<file path="config.mk">
export PLATFORM = sky130hd
export DESIGN_NAME = servo_status_frame_checker_top
export DESIGN_NICKNAME = d
export VERILOG_FILES = /design/src/rtl/sscf_pkg.sv /design/src/rtl/sscf_frame.sv /design/src/rtl/sscf_outq.sv /design/src/rtl/servo_status_frame_checker_top.sv
export SDC_FILE = /design/constraint.sdc
export NUM_CORES = 1
export LEC_CHECK = 0
export BUFFER_PORTS_ARGS = -buffer_cell sky130_fd_sc_hd__buf_2
export CORE_ASPECT_RATIO = 0.75
export CORE_MARGIN = 2
export CORE_UTILIZATION = 41
export DETAILED_ROUTE_END_ITERATION = 10
export SYNTH_ARGS = -nofsm -noshare
export SYNTH_HDL_FRONTEND = slang
export SYNTH_SLANG_ARGS = --single-unit
</file>
<file path="constraint.sdc">
create_clock -name clk -period 6.15 [get_ports clk]
set_clock_uncertainty 0.1 [all_clocks]
set_input_delay 1.845 -clock clk [delete_from_list [all_inputs] [get_ports clk]]
set_output_delay 1.845 -clock clk [all_outputs]
set_load 0.02 [all_outputs]
</file>
<file path="src/rtl/sscf_pkg.sv">
// Shared types and constants for the servo status frame checker.
`timescale 1ns / 1ps
`default_nettype none

package sscf_pkg;

  localparam int unsigned ByteW    = 8;
  localparam int unsigned ErrW     = 16;
  localparam int unsigned PosW     = 9;
  localparam int unsigned CfgIdxW  = 8;
  localparam int unsigned OutDataW = 24;

  // Output queue geometry.
  localparam int unsigned QDepth = 4;
  localparam int unsigned QPtrW  = 2;
  localparam int unsigned QCntW  = 3;

  localparam logic [ByteW-1:0] HdrByte   = 8'hFF;
  localparam logic [ByteW-1:0] CntMax    = 8'hFF;
  localparam logic [ByteW-1:0] ExpIdRst  = 8'd1;
  localparam logic [ByteW-1:0] ExpLenRst = 8'd0;

  // Byte positions inside a frame.
  localparam logic [ByteW-1:0] PosIdByte  = 8'd2;
  localparam logic [ByteW-1:0] PosErrByte = 8'd4;
  localparam logic [ByteW-1:0] PosPayload = 8'd5;
  localparam logic [PosW-1:0]  ChkBase    = 9'd5;
  localparam logic [PosW-1:0]  FrameFixed = 9'd6;

  localparam logic [ErrW-1:0] ErrNoReply  = 16'hFFFF;
  localparam logic [ErrW-1:0] ErrCount    = 16'h0100;
  localparam logic [ErrW-1:0] ErrHeader   = 16'h0200;
  localparam logic [ErrW-1:0] ErrId       = 16'h0400;
  localparam logic [ErrW-1:0] ErrChecksum = 16'h0800;

  localparam logic KindPayload = 1'b0;
  localparam logic KindStatus  = 1'b1;

  localparam logic [CfgIdxW-1:0] CfgIdxExpId  = 8'd0;
  localparam logic [CfgIdxW-1:0] CfgIdxExpLen = 8'd1;

  typedef struct packed {
    logic             kind;
    logic [ByteW-1:0] payload;
    logic [ErrW-1:0]  err;
    logic             last;
  } result_t;

  // Up to two results produced by one accepted item, first in r0.
  typedef struct packed {
    logic [1:0] n;
    result_t    r0;
    result_t    r1;
  } result_pair_t;

endpackage

`default_nettype wire

</file>
<file path="src/rtl/sscf_frame.sv">
// Frame state tracking and result generation for one accepted byte item.
`timescale 1ns / 1ps
`default_nettype none

module sscf_frame (
  input  wire logic                      clk,
  input  wire logic                      rst_n,
  input  wire logic                      in_fire,
  input  wire logic [sscf_pkg::ByteW-1:0] rx_byte,
  input  wire logic                      frame_end,
  input  wire logic                      no_reply,
  input  wire logic [sscf_pkg::ByteW-1:0] expected_id,
  input  wire logic [sscf_pkg::ByteW-1:0] expected_len,
  output sscf_pkg::result_pair_t         results
);

  logic [sscf_pkg::ByteW-1:0] cnt_r, cnt_nxt, tk_cnt;
  logic [sscf_pkg::ByteW-1:0] sum_r, sum_nxt, tk_sum;
  logic                       hdr_bad_r, hdr_bad_nxt, tk_hdr_bad;
  logic                       id_bad_r, id_bad_nxt, tk_id_bad;
  logic [sscf_pkg::ByteW-1:0] serr_r, serr_nxt, tk_serr;
  logic [sscf_pkg::ByteW-1:0] rchk_r, rchk_nxt, tk_rchk;

  logic [sscf_pkg::PosW-1:0]  chk_pos;
  logic [sscf_pkg::PosW-1:0]  pos_ext;
  logic                       payload_hit;
  logic                       status_hit;
  logic [sscf_pkg::ErrW-1:0]  err;
  sscf_pkg::result_t          pay_res;
  sscf_pkg::result_t          st_res;

  always_comb begin
    chk_pos     = sscf_pkg::ChkBase + {1'b0, expected_len};
    pos_ext     = {1'b0, cnt_r};
    tk_cnt      = cnt_r;
    tk_sum      = sum_r;
    tk_hdr_bad  = hdr_bad_r;
    tk_id_bad   = id_bad_r;
    tk_serr     = serr_r;
    tk_rchk     = rchk_r;
    payload_hit = 1'b0;
    status_hit  = 1'b0;

    if (in_fire) begin
      // A byte that arrives at a saturated count is ignored and the count stays put.
      if (!no_reply && cnt_r != sscf_pkg::CntMax) begin
        tk_cnt = cnt_r + 8'd1;
        if (cnt_r < sscf_pkg::PosIdByte) begin
          if (rx_byte != sscf_pkg::HdrByte) begin
            tk_hdr_bad = 1'b1;
          end
        end else if (cnt_r < sscf_pkg::PosPayload) begin
          tk_sum = sum_r + rx_byte;
          if (cnt_r == sscf_pkg::PosIdByte && rx_byte != expected_id) begin
            tk_id_bad = 1'b1;
          end
          if (cnt_r == sscf_pkg::PosErrByte) begin
            tk_serr = rx_byte;
          end
        end else if (pos_ext < chk_pos) begin
          tk_sum      = sum_r + rx_byte;
          payload_hit = 1'b1;
        end else if (pos_ext == chk_pos) begin
          tk_rchk = rx_byte;
        end
      end
      status_hit = no_reply | frame_end;
    end

    // Status is judged on the state after this item's byte was taken.
    if (tk_cnt == '0) begin
      err = sscf_pkg::ErrNoReply;
    end else begin
      err = {8'h00, tk_serr};
      if ({1'b0, tk_cnt} != sscf_pkg::FrameFixed + {1'b0, expected_len}) begin
        err = err | sscf_pkg::ErrCount;
      end
      if (tk_hdr_bad || tk_cnt < sscf_pkg::PosIdByte) begin
        err = err | sscf_pkg::ErrHeader;
      end
      if (tk_id_bad || (tk_cnt <= sscf_pkg::PosIdByte && expected_id != '0)) begin
        err = err | sscf_pkg::ErrId;
      end
      if (~tk_sum != tk_rchk) begin
        err = err | sscf_pkg::ErrChecksum;
      end
    end

    if (status_hit) begin
      cnt_nxt     = '0;
      sum_nxt     = '0;
      hdr_bad_nxt = 1'b0;
      id_bad_nxt  = 1'b0;
      serr_nxt    = '0;
      rchk_nxt    = '0;
    end else begin
      cnt_nxt     = tk_cnt;
      sum_nxt     = tk_sum;
      hdr_bad_nxt = tk_hdr_bad;
      id_bad_nxt  = tk_id_bad;
      serr_nxt    = tk_serr;
      rchk_nxt    = tk_rchk;
    end

    pay_res.kind    = sscf_pkg::KindPayload;
    pay_res.payload = rx_byte;
    pay_res.err     = '0;
    pay_res.last    = 1'b0;
    st_res.kind     = sscf_pkg::KindStatus;
    st_res.payload  = '0;
    st_res.err      = err;
    st_res.last     = 1'b1;

    results.r0 = payload_hit ? pay_res : st_res;
    results.r1 = st_res;
    results.n  = {1'b0, payload_hit} + {1'b0, status_hit};
  end

  always_ff @(posedge clk) begin
    if (!rst_n) begin
      cnt_r     <= '0;
      sum_r     <= '0;
      hdr_bad_r <= 1'b0;
      id_bad_r  <= 1'b0;
      serr_r    <= '0;
      rchk_r    <= '0;
    end else begin
      cnt_r     <= cnt_nxt;
      sum_r     <= sum_nxt;
      hdr_bad_r <= hdr_bad_nxt;
      id_bad_r  <= id_bad_nxt;
      serr_r    <= serr_nxt;
      rchk_r    <= rchk_nxt;
    end
  end

endmodule

`default_nettype wire

</file>
<file path="src/rtl/sscf_outq.sv">
// Small result queue that takes up to two results per cycle and gives out one.
`timescale 1ns / 1ps
`default_nettype none

module sscf_outq (
  input  wire logic                   clk,
  input  wire logic                   rst_n,
  input  wire sscf_pkg::result_pair_t push,
  output logic                        space_ok,
  output logic                        head_valid,
  input  wire logic                   head_ready,
  output sscf_pkg::result_t           head
);

  sscf_pkg::result_t                q_r [sscf_pkg::QDepth];
  logic [sscf_pkg::QPtrW-1:0]       wr_ptr_r, wr_ptr_nxt;
  logic [sscf_pkg::QPtrW-1:0]       rd_ptr_r, rd_ptr_nxt;
  logic [sscf_pkg::QCntW-1:0]       cnt_r, cnt_nxt;
  logic                             pop;

  always_comb begin
    head_valid = (cnt_r != '0);
    head       = q_r[rd_ptr_r];
    // Room for a full pair is required before the next item is taken.
    space_ok   = (cnt_r <= sscf_pkg::QCntW'(sscf_pkg::QDepth - 2));
    pop        = head_valid & head_ready;
    wr_ptr_nxt = wr_ptr_r + push.n[sscf_pkg::QPtrW-1:0];
    rd_ptr_nxt = rd_ptr_r + sscf_pkg::QPtrW'(pop);
    cnt_nxt    = cnt_r + sscf_pkg::QCntW'(push.n) - sscf_pkg::QCntW'(pop);
  end

  always_ff @(posedge clk) begin
    if (!rst_n) begin
      wr_ptr_r <= '0;
      rd_ptr_r <= '0;
      cnt_r    <= '0;
    end else begin
      wr_ptr_r <= wr_ptr_nxt;
      rd_ptr_r <= rd_ptr_nxt;
      cnt_r    <= cnt_nxt;
    end
  end

  always_ff @(posedge clk) begin
    if (push.n != 2'd0) begin
      q_r[wr_ptr_r] <= push.r0;
    end
    if (push.n == 2'd2) begin
      q_r[wr_ptr_r + sscf_pkg::QPtrW'(1)] <= push.r1;
    end
  end

endmodule

`default_nettype wire

</file>
<file path="src/rtl/servo_status_frame_checker_top.sv">
// Top level of the servo status frame checker.
//
// Input stream: one received byte per item in in_tdata, in_tlast marks the last
// byte of a frame, in_tuser marks a reply timeout with no byte in the item.
// Output stream: in_tuser-style kind on out_tuser (0 payload byte, 1 status),
// payload byte and 16-bit error word in out_tdata, out_tlast on each status.
// Every payload byte of a frame comes out in order; at frame end one status
// item follows with the error flags, or 0xFFFF if no byte was received.
// An accepted item's results are written into the registered result queue.
// One item is taken per cycle while in_tready is high; a byte that closes the
// frame inside the payload yields two results, which drain through a four-entry
// result queue that decouples the two sides. in_tready drops only while that
// queue lacks room for two more results, so a stalled receiver holds the input back
// once three or four results are waiting. The cfg channel is always ready and writes
// expected_id (index 0) and expected_payload_length (index 1); other indexes
// are ignored.
// Reset empties the queue, clears the frame state and sets expected_id to 1
// and expected_payload_length to 0.
`timescale 1ns / 1ps
`default_nettype none

module servo_status_frame_checker_top (
  input  wire logic                          clk,
  input  wire logic                          rst_n,
  input  wire logic                          in_tvalid,
  output logic                               in_tready,
  input  wire logic [7:0]                    in_tdata,  // [7:0] rx_byte
  input  wire logic                          in_tlast,  // frame_end
  input  wire logic                          in_tuser,  // no_reply
  output logic                               out_tvalid,
  input  wire logic                          out_tready,
  output logic [sscf_pkg::OutDataW-1:0]      out_tdata, // [7:0] payload_byte, [23:8] error_word
  output logic                               out_tlast, // last
  output logic                               out_tuser, // result_kind
  input  wire logic                          cfg_valid,
  output logic                               cfg_ready,
  input  wire logic [sscf_pkg::CfgIdxW-1:0]  cfg_index,
  input  wire logic [sscf_pkg::ByteW-1:0]    cfg_data
);

  logic [sscf_pkg::ByteW-1:0] exp_id_r, exp_id_nxt;
  logic [sscf_pkg::ByteW-1:0] exp_len_r, exp_len_nxt;
  logic                       in_fire;
  logic                       space_ok;
  sscf_pkg::result_pair_t     pair;
  sscf_pkg::result_t          head;

  assign cfg_ready = 1'b1;
  assign in_tready = space_ok;
  assign in_fire   = in_tvalid & in_tready;

  always_comb begin
    exp_id_nxt  = exp_id_r;
    exp_len_nxt = exp_len_r;
    if (cfg_valid && cfg_ready) begin
      if (cfg_index == sscf_pkg::CfgIdxExpId) begin
        exp_id_nxt = cfg_data;
      end else if (cfg_index == sscf_pkg::CfgIdxExpLen) begin
        exp_len_nxt = cfg_data;
      end
    end
  end

  always_ff @(posedge clk) begin
    if (!rst_n) begin
      exp_id_r  <= sscf_pkg::ExpIdRst;
      exp_len_r <= sscf_pkg::ExpLenRst;
    end else begin
      exp_id_r  <= exp_id_nxt;
      exp_len_r <= exp_len_nxt;
    end
  end

  sscf_frame u_frame (
    .clk          (clk),
    .rst_n        (rst_n),
    .in_fire      (in_fire),
    .rx_byte      (in_tdata),
    .frame_end    (in_tlast),
    .no_reply     (in_tuser),
    .expected_id  (exp_id_r),
    .expected_len (exp_len_r),
    .results      (pair)
  );

  sscf_outq u_outq (
    .clk        (clk),
    .rst_n      (rst_n),
    .push       (pair),
    .space_ok   (space_ok),
    .head_valid (out_tvalid),
    .head_ready (out_tready),
    .head       (head)
  );

  assign out_tdata = {head.err, head.payload};
  assign out_tlast = head.last;
  assign out_tuser = head.kind;

endmodule

`default_nettype wire
</file>
# After elaboration in Yosys (flattened, before gate mapping)
# Memories as Yosys holds them, arrays and structs flattened. A register that Yosys moved wholly into a read port is not among the register bits.
# Index checks and enable logic that the tools add are counted.
op_classes:
  addsub: 10
  eq_ne: 10
  magnitude_cmp: 6
  n_bitwise: 6
  reduce_logical: 14
  n_mux: 44
op_table:
  columns: ["cell", "n"]
  rows:
  - ["$mux 8", 18]
  - ["$mux 26", 1]
  - ["$mux 1", 19]
  - ["$add 3x8->9 const A", 2]
  - ["$logic_not 8->1", 2]
  - ["$lt 8x2->1 const B", 2]
  - ["$mux 16", 1]
  - ["$ne 8x8->1", 2]
  - ["$ne 8x8->1 const B", 2]
  - ["$mux 12", 1]
  - ["$mux 11", 1]
  - ["$mux 10", 1]
  - ["$eq 8x9->1", 1]
  - ["$lt 8x9->1", 1]
  - ["$mux 9", 1]
  - ["$ne 8x9->1", 1]
  - ["$add 8x1->8 const B", 1]
  - ["$add 8x8->8", 1]
  - ["$eq 8x1->1 const B", 1]
  - ["$eq 8x2->1 const B", 1]
  - ["$eq 8x3->1 const B", 1]
  - ["$le 8x2->1 const B", 1]
  - ["$lt 8x3->1 const B", 1]
  - ["$not 8->8", 1]
  - ["21 further kinds", 26]
word_totals:
  ram_bits: 104
  ff_bits: 57
  word_cells: 102
  output_inout_bits: 29
  n_memories: 1
  in_bits: 31
memory_table:
  columns: ["memory", "depth", "width", "rd", "rd_clocked_by_memory_dff", "wr", "line_no", "rtl"]
  rows:
  - ["u_outq.q_r", 4, 26, 1, 1, 2, "sscf_outq.sv:15", "sscf_pkg::result_t q_r [sscf_pkg::QDepth];"]

# Depth between registers and ports, before layout
# Gate-level depths: netlist of run 1.
depth:
  depth_word: 12
  mapped_depth: 20
  mapped_depth_nobuf: 19

# Modules after synthesis
# A second synthesis of run 1 with hierarchy kept.
unflattened:
  hier_cells: 728
  area_unflattened_um2: 9077.5
modules_own_cells:
  columns: ["mod", "seq_area_each_um2", "cells_per_inst", "n_inst", "area_each_um2"]
  rows:
  - ["sscf_outq", 3263.1, 298, 1, 5492.8]
  - ["sscf_frame", 680.7, 361, 1, 2924.1]
  - ["servo_status_frame_checker_top", 320.3, 69, 1, 660.6]

# Worst setup path after synthesis of run 1
# No wires, ideal clock.
synth_path:
  kind: "input port to flip-flop"
  from: "in in_tvalid"
  to: "reg u_outq.cnt_r[2] (netlist bit)"
  cell_stages: 12
  arrival_ps: 4093
  setup_time_ps: 115
  slack_ps: 1842
  cell_sequence: "inv_1 -> a2111o_1 -> nor2_4 -> nand2_1 -> inv_1 -> ha_1 -> inv_1 -> ha_1 -> inv_1 -> fa_1 -> xnor2_1 -> and2_1"
synth_via:
  elab_chain_len: 5
  elab_cells_between_ends: 6
synth_rtl:
  columns: ["item", "line_no", "rtl"]
  rows:
  - ["from (decl)", "servo_status_frame_checker_top.sv:25", "input wire logic in_tvalid,"]
  - ["$and 1x1->1 (*)", "servo_status_frame_checker_top.sv:50", "assign in_fire = in_tvalid & in_tready;"]
  - ["$mux 1", "sscf_frame.sv:44", "if (in_fire) begin"]
  - ["$add 1x1->2 (*)", "sscf_frame.sv:116", "results.n = {1'b0, payload_hit} + {1'b0, status_hit};"]
  - ["$add 3x2->3 (*)", "sscf_outq.sv:29", "cnt_nxt = cnt_r + sscf_pkg::QCntW'(push.n) - sscf_pkg::QCntW'(pop);"]
  - ["$sub 3x1->3 (*)", "sscf_outq.sv:29", null]
  - ["to (signal assigned)", "sscf_outq.sv:40", "cnt_r <= cnt_nxt;"]
  - ["to (decl)", "sscf_outq.sv:18", "logic [sscf_pkg::QCntW-1:0] cnt_r, cnt_nxt;"]
# Every way passes the cells marked *; elsewhere a longest branch is shown, timed or not.
# A chain may end at the register's enable or synchronous reset.

==> results of run 1 <==
==> Yosys cell counts, types with 19 or more instances <==
| master | count | area, sq um |
|---|---|---|
| nor2_1 | 94 | 352.8 |
| dfxtp_1 | 93 | 1862 |
| edfxtp_1 | 52 | 1562 |
| nand2_1 | 33 | 123.9 |
| a22o_1 | 32 | 280.3 |
| inv_1 | 32 | 120.1 |
| a21oi_1 | 29 | 145.1 |
| clkbuf_1 | 29 | 108.9 |
| mux2i_1 | 29 | 290.3 |
| ha_1 | 28 | 350.3 |
| nand3_1 | 23 | 115.1 |
| mux4_2 | 22 | 495.5 |
| nor2b_1 | 22 | 137.6 |
| xor2_1 | 20 | 175.2 |
| o21ai_0 | 19 | 95.09 |
==> sequential cells by signal (all words and copies together), names as in the netlist <==
register / count
u_frame.id_bad_r: 1
u_frame.cnt_r: 8
u_outq.cnt_r: 3
u_outq.wr_ptr_r: 2
u_frame.serr_r: 8
exp_id_r: 8
u_frame.hdr_bad_r: 1
exp_len_r: 8
u_outq.rd_ptr_r: 2
u_frame.rchk_r: 8
u_outq.q_r: 88
u_frame.sum_r: 8
==> per-stage QoR <==
stage                     setup slack (ns)  hold slack (ns)  power (mW)  util [%]  std cells
after floorplan                      1.842           0.3182       1.551         -        709
after global placement               1.278           0.3330       1.711     44.59        978
after detailed placement             1.175           0.3322       1.725     44.59        978
after CTS                            1.319           0.3417       2.713     47.82       1010
after global routing                0.8518           0.3771       2.806     47.82       1010
final                                1.325           0.3389       2.687     47.82       1010
==> report_power, final <==
| part | internal (mW) | total [mW] | switching [mW] |
|---|---|---|---|
| clock | 0.552 | 0.990 | 0.438 |
| combinational | 0.230 | 0.604 | 0.374 |
| sequential | 1.06 | 1.09 | 0.0303 |
| total | 1.84 | 2.69 | 0.843 |
==> worst max-delay path: cells and delay by family, from the launching register on <==
family / cells / cell delay (ns)
DFF: 1 / 0.51
xor gates and xnor gates: 1 / 0.13
adders and majority gates: 3 / 0.76
AOI/OAI and AO/OA: 5 / 1.65
buffers and inverters: 2 / 0.71
and+or+nand+nor: 3 / 0.56
==> layout by cell type, fill, tap and decap left out, types with 3 or more instances in the layout <==
| cell type | Yosys | final |
|---|---|---|
| a21boi_0 | 3 | 3 |
| a21o_1 | 7 | 7 |
| nand2_1 | 33 | 33 |
| buf_4 | 5 | 7 |
| dfxtp_1 | 93 | 93 |
| clkinv_4 | 0 | 3 |
| o21bai_1 | 4 | 4 |
| a21oi_1 | 29 | 29 |
| o21ai_0 | 19 | 19 |
| and4_1 | 3 | 3 |
| xor2_1 | 20 | 20 |
| and2_1 | 18 | 18 |
| nor4_1 | 8 | 8 |
| clkinvlp_4 | 0 | 4 |
| nor2b_1 | 22 | 22 |
| nand4b_1 | 3 | 3 |
| inv_6 | 0 | 6 |
| nor3_1 | 10 | 10 |
| inv_1 | 32 | 32 |
| mux2i_1 | 29 | 29 |
| ha_1 | 28 | 28 |
| mux4_2 | 22 | 22 |
| or4_1 | 3 | 3 |
| and3_1 | 4 | 4 |
| nor2_1 | 94 | 94 |
| clkbuf_16 | 0 | 18 |
| nand4_1 | 7 | 7 |
| buf_2 | 0 | 58 |
| a22o_1 | 32 | 32 |
| edfxtp_1 | 52 | 52 |
| nand3_1 | 23 | 23 |
| xnor2_1 | 16 | 16 |
| nand2b_1 | 8 | 8 |
| o211ai_1 | 5 | 5 |
| nor4b_1 | 3 | 3 |
==> final cells by class <==
class                           count  share of cell area (%)
Clock buffer                       18                   5.334
Tap cell                          242                   3.586
Clock inverter                     14                   1.422
Timing Repair Buffer               65                   4.060
Multi-Input combinational cell    494                   43.64
Inverter                           32                   1.422
Sequential cell                   145                   40.54
==> kinds of logic after synthesis <==
kind of cell,after synthesis,share of synthesized area (%)
and+or+nand+nor,249,17.08
DFF,145,46.28
AOI/OAI and AO/OA,124,11.99
buffers and inverters,70,3.907
muxes,54,11.15
xor gates and xnor gates,36,4.262
adders and majority gates,30,5.277
other,1,0.05070
==> per-layer routing <==
metal	global-route usage (%)	up-vias
met3	5.214	17
met2	30.71	172
met4	5.625	0
li1	-	2651
met1	27.43	2671
met5	0	-
==> final timing paths <==
path         cells past startpoint  slack (ns)          endpoint
min reg2reg                      2        0.34  u_outq.q_r[2][0]
max reg2reg                     14        1.33  u_outq.q_r[0][2]
min                              2        0.34  u_outq.q_r[2][0]
max                             14        1.33  u_outq.q_r[0][2]
==> metrics.txt, run 1 <==
number of port buffers=58; pwr/cell area=318.2 mW/mm^2; Die Area=0.01914 sq mm; crit-path most repeated cell=ha_1; top sig layer=met4; Max Cap Violations=0; total track usage=19.80%; Synth Area per Inst=10.43 sq um; final instance area=0.008444 sq mm; Critical Path AT=4.76 ns; CP Class=reg2reg; wire length on met2=8.276 mm; worst-path cell chain=inv_1, ha_1, a21oi_1, xnor2_1, ha_1, and3_1, o21ai_0, a21oi_1, o21ai_0, nand2_1, ha_1, nor3_1, a31oi_1, inv_1; Total Wirelength=18.33 mm; total CTS buffers=17; reg-to-reg critical path startpoint=exp_len_r[2]; H-Tree Depth=4; Avg WL per Cell=18.15 um; status=complete, no violations; fraction of layout cells with a size suffix above 1=17.32%; Critical-path top delay cell=a31oi_1; Pins Over Slew Limit=0; synthesis warning total=0; fin crit share=78.45%; Setup TNS=0 ns; post-synthesis instance area=0.007397 sq mm; worst-path fanout max=13; multi-input logic area=0.003685 sq mm; Metal-1 WL=8.701 mm; minimum clock period=4.825 ns; CTS Buffer Depth=2; Peak VDD IR=0.2355 mV; Synth Net Count=770; post-route DRC violation count=0; required time of the critical path=6.08 ns; Placed Area=0.007874 sq mm; RSZ-0062 raised after global routing=no; Layout fillers=1592; CTS sink count=145; Max stage delay on crit path=0.72 ns; number of vias per cell=5.456; Reg clk slew, reported paths=0.06 ns; row count=42; Skew-Pair Late Insertion Delay=0.42 ns; Starting Density=41.89%; Hold WC Path Type=reg2reg; leakage=3.475 nW; via count=5511; Detail Route Antenna Nets=0; Seq/Total Area, Yosys=46.28%; Slew @ Worst Pin=0.9449 ns; ant diodes=0; post-synth cell types=65; Max transition margin=36.52%; drt pass-1 iters=5; WL met3=1.184 mm; total global routing overflow=0; EDFF count, synth=52; Post-CTS Setup Bufs=0; Yosys reg bits=145; hold_buf cts=0; FFs w/ async S/R, synth=0%; first-pass GRT wire length=29.35 mm; CORE AREA=0.01766 sq mm; crit path capture type=register; CTS tree=yes; P&R area growth vs syn=14.16%; Max Freq=0.2073 GHz; largest net degree at the start of global routing=35; drt initial violations=483; vias in the first global route=5455; min-delay src=u_outq.q_r[2][0]; IO Count=60; Critical Path Start=exp_len_r[2]; Final Hold Vio Count=0; main flop type after synthesis=dfxtp_1; Root Buffer Master=clkbuf_16; register area=0.003423 sq mm; antenna violations before repair=0; Layout Nets=816; # resized after CTS=0; die height=120.3 um; post-DP HPWL=12.91 mm; chip width=159.1 um; post-synthesis instance total=709; Critical Path Start Type=register; GPL Wtd Cong=0.8783; Final Setup Violations=0
No activity file was read; power rests on OpenSTA's default activity.
==> run 2, diff against run 1 <==
--- a/config.mk
+++ b/config.mk
@@ -5,6 +5,7 @@
 export SDC_FILE = /design/constraint.sdc
 export NUM_CORES = 1
 export LEC_CHECK = 0
+export ABC_AREA = 1
 export BUFFER_PORTS_ARGS = -buffer_cell sky130_fd_sc_hd__buf_2
 export CORE_ASPECT_RATIO = 0.75
 export CORE_MARGIN = 2
==> constraint.sdc (replaced) <==
create_clock -name clk -period 3.9 [get_ports clk]
set_clock_uncertainty 0.1 [all_clocks]
set_input_delay 1.17 -clock clk [delete_from_list [all_inputs] [get_ports clk]]
set_output_delay 1.17 -clock clk [all_outputs]
set_load 0.02 [all_outputs]
==> metrics.txt, run 2 <==
required time of the critical path=4.07 ns (was 6.08 ns); Hold WC Path Type=reg2reg (unchanged); vias in the first global route=5987 (was 5455); leakage=3.875 nW (was 3.475 nW); Top delay family on crit path=simple AND/OR/NAND/NOR gates (was compound AO/OA/AOI/OAI gates); die height=122.2 um (was 120.3 um); Final Hold Vio Count=0 (unchanged); total global routing overflow=0 (unchanged); antenna violations before repair=0 (unchanged); RSZ-0062 raised after global routing=no (unchanged); reg-to-reg critical path startpoint=exp_len_r[0] (was exp_len_r[2]); most common cell in the netlist=nor2_1 (unchanged); largest net degree at the start of global routing=46 (was 35); commonest non-fill, non-tap cell in the layout=nor2_1 (unchanged); number of vias per cell=5.049 (was 5.456); CTS sink count=145 (unchanged); FFs w/ async S/R, synth=0% (unchanged); Slew @ Worst Pin=0.5435 ns (was 0.9449 ns); row count=43 (was 42); CORE AREA=0.01835 sq mm (was 0.01766 sq mm); Reg clk slew, reported paths=0.07 ns (was 0.06 ns); Max transition margin=63.67% (was 36.52%); Synth Net Count=1038 (was 770); Pins Over Slew Limit=0 (unchanged); non-filler cells, final=1300 (was 1010); number of port buffers=58 (unchanged); worst-path cell chain=ha_1, nor2_2, nor2_1, xor2_1, ha_1, nand2_1, inv_1, nand2_1, nand3_1, nand2_1, nand2_2, nor3_2, inv_1, ha_1, nor3_1, clkinv_1, o21ai_0, inv_1, a21oi_1 (was inv_1, ha_1, a21oi_1, xnor2_1, ha_1, and3_1, o21ai_0, a21oi_1, o21ai_0, nand2_1, ha_1, nor3_1, a31oi_1, inv_1); Setup TNS=0 ns (unchanged); CTS Buffer Depth=2 (unchanged); Reg with most FFs=u_outq.q_r (unchanged); min-delay src=u_outq.q_r[2][0] (unchanged); chip width=161.6 um (was 159.1 um); Peak VDD IR=0.2675 mV (was 0.2355 mV); CTS tree=yes (unchanged); post-synthesis instance total=977 (was 709); Critical Path AT=3.70 ns (was 4.76 ns); Critical-path top delay cell=dfxtp_1 (was a31oi_1); pwr/cell area=564.1 mW/mm^2 (was 318.2 mW/mm^2); R2R Setup Slk=0.38 ns (was 1.33 ns); Yosys reg bits=145 (unchanged); Reg2Reg Depth=19 (was 14); H-Tree Depth=4 (unchanged); Final Setup Violations=0 (unchanged); total CTS buffers=17 (unchanged); Synth top area share=24.37% (was 25.17%); top post-synthesis cells by count=nor2_1, nand2_1, inv_1, o21ai_0, dfxtp_1 (was nor2_1, dfxtp_1, edfxtp_1, nand2_1); Layout Nets=1101 (was 816); post-route DRC violation count=0 (unchanged); Max stage delay on crit path=0.42 ns (was 0.72 ns); Critical Path Start Type=register (unchanged); GPL Wtd Cong=0.8987 (was 0.8783); main flop type after synthesis=dfxtp_1 (unchanged); Seq/Total Area, Yosys=44.82% (was 46.28%); fraction of layout cells with a size suffix above 1=14.43% (was 17.32%); IO Count=60 (unchanged); Bufs and invs on worst path=4 (was 2); Starting Density=41.64% (was 41.89%); total track usage=20.64% (was 19.80%); EDFF count, synth=52 (unchanged); fin util=48.22% (was 47.82%); ant diodes=0 (unchanged); fin crit share=90.34% (was 78.45%); CP Class=reg2reg (unchanged); Yosys top cell by area=dfxtp_1 (unchanged); hold endpoint=u_outq.q_r[2][0] (unchanged); post-synthesis instance area=0.007639 sq mm (was 0.007397 sq mm); Synth Area per Inst=7.818 sq um (was 10.43 sq um); Placed Cells incl. Taps=1268 (was 978); worst-path fanout max=13 (unchanged); hold_buf cts=0 (unchanged); ranking of synthesized cells by area=dfxtp_1, edfxtp_1, nor2_1, o21ai_0, nand2_1 (was dfxtp_1, edfxtp_1, mux4_2, nor2_1, ha_1); Avg WL per Cell=14.81 um (was 18.15 um); minimum clock period=3.523 ns (was 4.825 ns); Skew-Pair Late Insertion Delay=0.43 ns (was 0.42 ns); drt initial violations=425 (was 483); Max Cap Violations=0 (unchanged); first-pass GRT wire length=31.62 mm (was 29.35 mm); Root Buffer Master=clkbuf_16 (unchanged); post-synth cell types=46 (was 65); post-DP HPWL=13.89 mm (was 12.91 mm); Detail Route Antenna Nets=0 (unchanged); hold path cells=2 (unchanged); crit path capture type=register (unchanged); commonest non-fill, non-tap cells in the layout=nor2_1, nand2_1, o21ai_0 (was nor2_1, dfxtp_1, buf_2); reg2reg end=u_outq.q_r[3][12] (was u_outq.q_r[0][2]); Max Freq=0.2838 GHz (was 0.2073 GHz); synthesis warning total=0 (unchanged); status=complete, no violations (unchanged); Total Wirelength=19.26 mm (was 18.33 mm); via count=6564 (was 5511); drt pass-1 iters=5 (unchanged); P&R area growth vs syn=15.82% (was 14.16%); Die Area=0.01975 sq mm (was 0.01914 sq mm); max reg flops=88 (unchanged); Layout fillers=1808 (was 1592)
[run 2: cell count changes after synthesis, sizes merged, moves of 32 or more]
| cell | delta |
|---|---|
| a22o | -32 |
| inv | +81 |
| nand2 | +117 |
| nand3 | +46 |
| nor2 | +77 |
| o21ai | +92 |
[run 2: what timing repair did]
action,in CTS,in global routing
hold endpoints to repair,0,0
resized for setup,0,3
setup endpoints to repair,0,8
buffers inserted,0,0
[run 2: cells by family after synthesis]
kind of cell | Yosys count | synth area share [%]
simple gates | 436 | 25.67
compound gates | 176 | 12.37
buf+inv | 158 | 8.190
flops | 145 | 44.82
xor+xnor | 31 | 3.800
fa+ha+maj | 30 | 5.111
other cells | 1 | 0.04909
[run 2: tightest hold or removal path, cell delays in order (launching register included)]
cell	delay, ns
dfxtp_1	0.30
nand2_1	0.06
nand2_1	0.05
[run 2: worst max-delay path by stage]
stage	from	to	cells past startpoint
after floorplan	exp_len_r[0]	u_outq.q_r[3][10]	19
after global placement	in_tuser	u_outq.q_r[3][12]	13
after detailed placement	in_tuser	u_outq.q_r[3][12]	13
after CTS	exp_len_r[2]	u_outq.q_r[3][12]	19
after global routing	exp_len_r[1]	u_outq.q_r[3][12]	18
final	exp_len_r[0]	u_outq.q_r[3][12]	19
[run 2: area by class of cell]
| type | count | area, sq um | share of cell area, % |
|---|---|---|---|
| Inverter | 122 | 457.9 | 5.176 |
| Tap cell | 247 | 309.0 | 3.493 |
| Clock inverter | 13 | 147.6 | 1.669 |
| Sequential cell | 145 | 3423 | 38.69 |
| Timing Repair Buffer | 80 | 455.4 | 5.148 |
| Clock buffer | 19 | 464.2 | 5.247 |
| Multi-Input combinational cell | 674 | 3590 | 40.57 |
[run 2: report_power, final]
part | switching (mW) | internal [mW] | total, mW
clock | 0.668 | 1.01 | 1.67
combinational | 1.10 | 0.462 | 1.56
sequential | 0.0586 | 1.70 | 1.76
total | 1.83 | 3.16 | 4.99
[run 2: stage by stage]
stage          setup slack, ns  power, mW  instance area [sq um]  hold WS, ns
6_report                0.3765      4.990                   8847       0.3543
5_1_grt                0.01219      5.287                   8847       0.3795
4_1_cts                 0.3431      5.018                   8847       0.3551
3_5_place_dp            0.2986      3.355                   8235       0.3425
3_3_place_gp            0.3887      3.342                   8235       0.3361
2_1_floorplan           0.2007      2.875                   7639       0.3216
[run 2: per-layer routing]
metal	vias up	GRT usage [%]	share of wire, %
met1	3032	30.59	52
met2	168	30.26	41
met4	0	5.752	1.3
met5	-	0	0
li1	3347	-	-
met3	17	4.426	5.4
==> run 3, diff against run 2 <==
--- a/config.mk
+++ b/config.mk
@@ -9,8 +9,9 @@
 export BUFFER_PORTS_ARGS = -buffer_cell sky130_fd_sc_hd__buf_2
 export CORE_ASPECT_RATIO = 0.75
 export CORE_MARGIN = 2
-export CORE_UTILIZATION = 41
+export CORE_UTILIZATION = 25
 export DETAILED_ROUTE_END_ITERATION = 10
 export SYNTH_ARGS = -nofsm -noshare
 export SYNTH_HDL_FRONTEND = slang
+export SYNTH_HIERARCHICAL = 1
 export SYNTH_SLANG_ARGS = --single-unit
==> metrics.txt, run 3 <==
status=complete, no violations (unchanged); Max transition margin=50.86% (was 63.67%); fin crit share=91.65% (was 90.34%); CTS sink count=161 (was 145); Max Cap Violations=0 (unchanged); fraction of layout cells with a size suffix above 1=25.60% (was 14.43%); Critical Path AT=3.64 ns (was 3.70 ns); chip width=235.3 um (was 161.6 um); Avg WL per Cell=14.42 um (was 14.81 um); Peak VDD IR=0.2398 mV (was 0.2675 mV); via count=7945 (was 6564); Root Buffer Master=clkbuf_16 (unchanged); die height=177.5 um (was 122.2 um); CP Class=reg2reg (unchanged); FFs w/ async S/R, synth=0% (unchanged); max reg flops=104 (was 88); Post-CTS Setup Bufs=0 (unchanged); Die Area=0.04176 sq mm (was 0.01975 sq mm); ant diodes=0 (unchanged); crit path capture type=register (unchanged); Final Setup Violations=0 (unchanged); RSZ-0062 raised after global routing=no (unchanged); synthesis warning total=6 (was 0); Max Freq=0.2798 GHz (was 0.2838 GHz); met2 Usage GRT=20.49% (was 30.26%); post-synthesis instance area=0.01003 sq mm (was 0.007639 sq mm); commonest non-fill, non-tap cells in the layout=nand2_1, nor2_1, inv_1 (was nor2_1, nand2_1, o21ai_0); top post-synthesis cells by count=nand2_1, nor2_1, inv_1, o21ai_2, edfxtp_1 (was nor2_1, nand2_1, inv_1, o21ai_0, dfxtp_1); Critical Path Start Type=register (unchanged); CTS Buffer Depth=2 (unchanged); GR peak layer=met2 (was met1); Reg clk slew, reported paths=0.07 ns (about the same); Slew @ Worst Pin=0.7370 ns (was 0.5435 ns); Synth top area share=31.13% (was 24.37%); Layout Nets=1291 (was 1101); post-synthesis instance total=1182 (was 977); antenna violations before repair=0 (unchanged); CTS tree=yes (unchanged); Skew-Pair Late Insertion Delay=0.42 ns (was 0.43 ns); Yosys reg bits=161 (was 145); total CTS buffers=17 (unchanged); P&R area growth vs syn=14.24% (was 15.82%); clock power share=31.4% (was 33.5%); sw frac=36.45% (was 36.61%); final hold slack=0.3919 ns (was 0.3543 ns); H-Tree Depth=4 (unchanged); post-synth cell types=47 (was 46); total track usage=12.45% (was 20.64%); Reg with most FFs=u_outq/q_r (was u_outq.q_r); first-pass GRT wire length=41.14 mm (was 31.62 mm); Pint=3.501 mW (was 3.164 mW); number of vias per cell=4.499 (was 5.049); drt pass-1 iters=6 (was 5); M1 GR Usage=17.02% (was 30.59%); Total Wirelength=25.47 mm (was 19.26 mm); M3 GR Usage=1.742% (was 4.426%); worst-path fanout max=52 (was 13); post-route DRC violation count=0 (unchanged); required time of the critical path=3.96 ns (was 4.07 ns); Starting Density=25.35% (was 41.64%); Hold WC Path Type=reg2reg (unchanged); commonest non-fill, non-tap cell in the layout=nand2_1 (was nor2_1); pwr/cell area=480.7 mW/mm^2 (was 564.1 mW/mm^2); GPL Wtd Cong=0.8474 (was 0.8987); post-DP HPWL=17.88 mm (was 13.89 mm); fin util=28.96% (was 48.22%); number of port buffers=58 (unchanged); ranking of synthesized cells by area=edfxtp_1, dfxtp_1, o21ai_2, nand2_1, nor2_1 (was dfxtp_1, edfxtp_1, nor2_1, o21ai_0, nand2_1); Flop pwr share=37.3% (was 35.2%); vias in the first global route=7658 (was 5987); Pins Over Slew Limit=0 (unchanged); leakage=4.749 nW (was 3.875 nW); largest net degree at the start of global routing=53 (was 46); Final Power=5.509 mW (was 4.990 mW); Seq/Total Area, Yosys=42.51% (was 44.82%); most common cell in the netlist=nand2_1 (was nor2_1); Setup TNS=0 ns (unchanged); Logic pwr share=31.3% (about the same); Yosys top cell by area=edfxtp_1 (was dfxtp_1); Sw Pwr=2.008 mW (was 1.827 mW); main flop type after synthesis=edfxtp_1 (was dfxtp_1); Final Hold Vio Count=0 (unchanged); total global routing overflow=0 (unchanged); IO Count=60 (unchanged); CORE AREA=0.03957 sq mm (was 0.01835 sq mm); EDFF count, synth=104 (was 52); Detail Route Antenna Nets=0 (unchanged); minimum clock period=3.574 ns (was 3.523 ns); drt initial violations=612 (was 425); row count=63 (was 43); Synth Area per Inst=8.486 sq um (was 7.818 sq um)
[run 3: final timing paths]
check	start	end	slack, ns	cells after the start
worst max-delay path	exp_len_r[2]	u_outq/q_r[2][8]	0.33	20
worst min-delay path	u_frame/hdr_bad_r	u_frame/hdr_bad_r	0.39	2
worst max register to register	exp_len_r[2]	u_outq/q_r[2][8]	0.33	20
worst min register to register	u_frame/hdr_bad_r	u_frame/hdr_bad_r	0.39	2
[run 3: metal layers]
layer	vias to the layer above	wire length, um
met5	-	0
met4	0	391
met3	28	1139
met2	188	11710
met1	3706	12220
li1	4023	-
[run 3: kinds of logic (layout without fill, tap and decap cells)]
| family | count (synthesis) | after routing | share of synthesized area, % |
|---|---|---|---|
| xor gates and xnor gates | 33 | 33 | 2.956 |
| AOI/OAI and AO/OA | 238 | 238 | 16.45 |
| and+or+nand+nor | 526 | 526 | 24.50 |
| buffers and inverters | 194 | 250 | 9.954 |
| other | 3 | 11 | 0.1123 |
| DFF | 161 | 161 | 42.51 |
| adders and majority gates | 27 | 27 | 3.518 |
[run 3: critical path, stage by stage (launching register included)]
cell and delay (ns):
dfxtp_2 0.38, inv_1 0.08, ha_1 0.17, a21oi_1 0.23, nor2_1 0.10, nand3_1 0.11, xor2_1 0.18, ha_1 0.26
nand3_1 0.09, inv_1 0.04, nand2_1 0.08, inv_1 0.05, nand2_2 0.11, nand3_4 0.10, inv_4 0.08, ha_4 0.22
nor2_8 0.19, nand3_4 0.10, buf_4 0.37, nand2_1 0.18, o21ai_2 0.06
[run 3: area by class of cell]
| cell class | instances | area (sq um) |
|---|---|---|
| well taps | 520 | 650.6 |
| clock inverters | 15 | 176.4 |
| multi-input cells | 835 | 4891 |
| clock buffers | 17 | 425.4 |
| flip-flops and latches | 161 | 4267 |
| repair buffers | 89 | 560.5 |
| fillers | 4190 | 28110 |
| inverters | 129 | 489.2 |
[run 3: repair_timing]
item / CTS / global route
hold buffers: 0 / 0
resized for setup: 0 / 2
setup endpoints to repair: 0 / 24
[run 3: per-stage QoR]
stage               setup slack, ns  instance area [sq um]  instances
global route               0.004453                  11460       1766
floorplan                  -0.09320                  10160       1190
CTS                          0.2687                  11460       1766
detailed placement           0.1599                  10860       1734
global placement             0.2091                  10860       1734
finish                       0.3258                  11460       1766
[run 3: power by group through the flow]
stage	Combinational (mW)	Clock (mW)	Sequential (mW)
2_1_floorplan	1.29	0	2.07
3_3_place_gp	1.73	0	2.09
3_5_place_dp	1.74	0	2.09
4_1_cts	1.75	1.75	2.06
5_1_grt	1.93	1.82	2.07
6_report	1.72	1.73	2.06
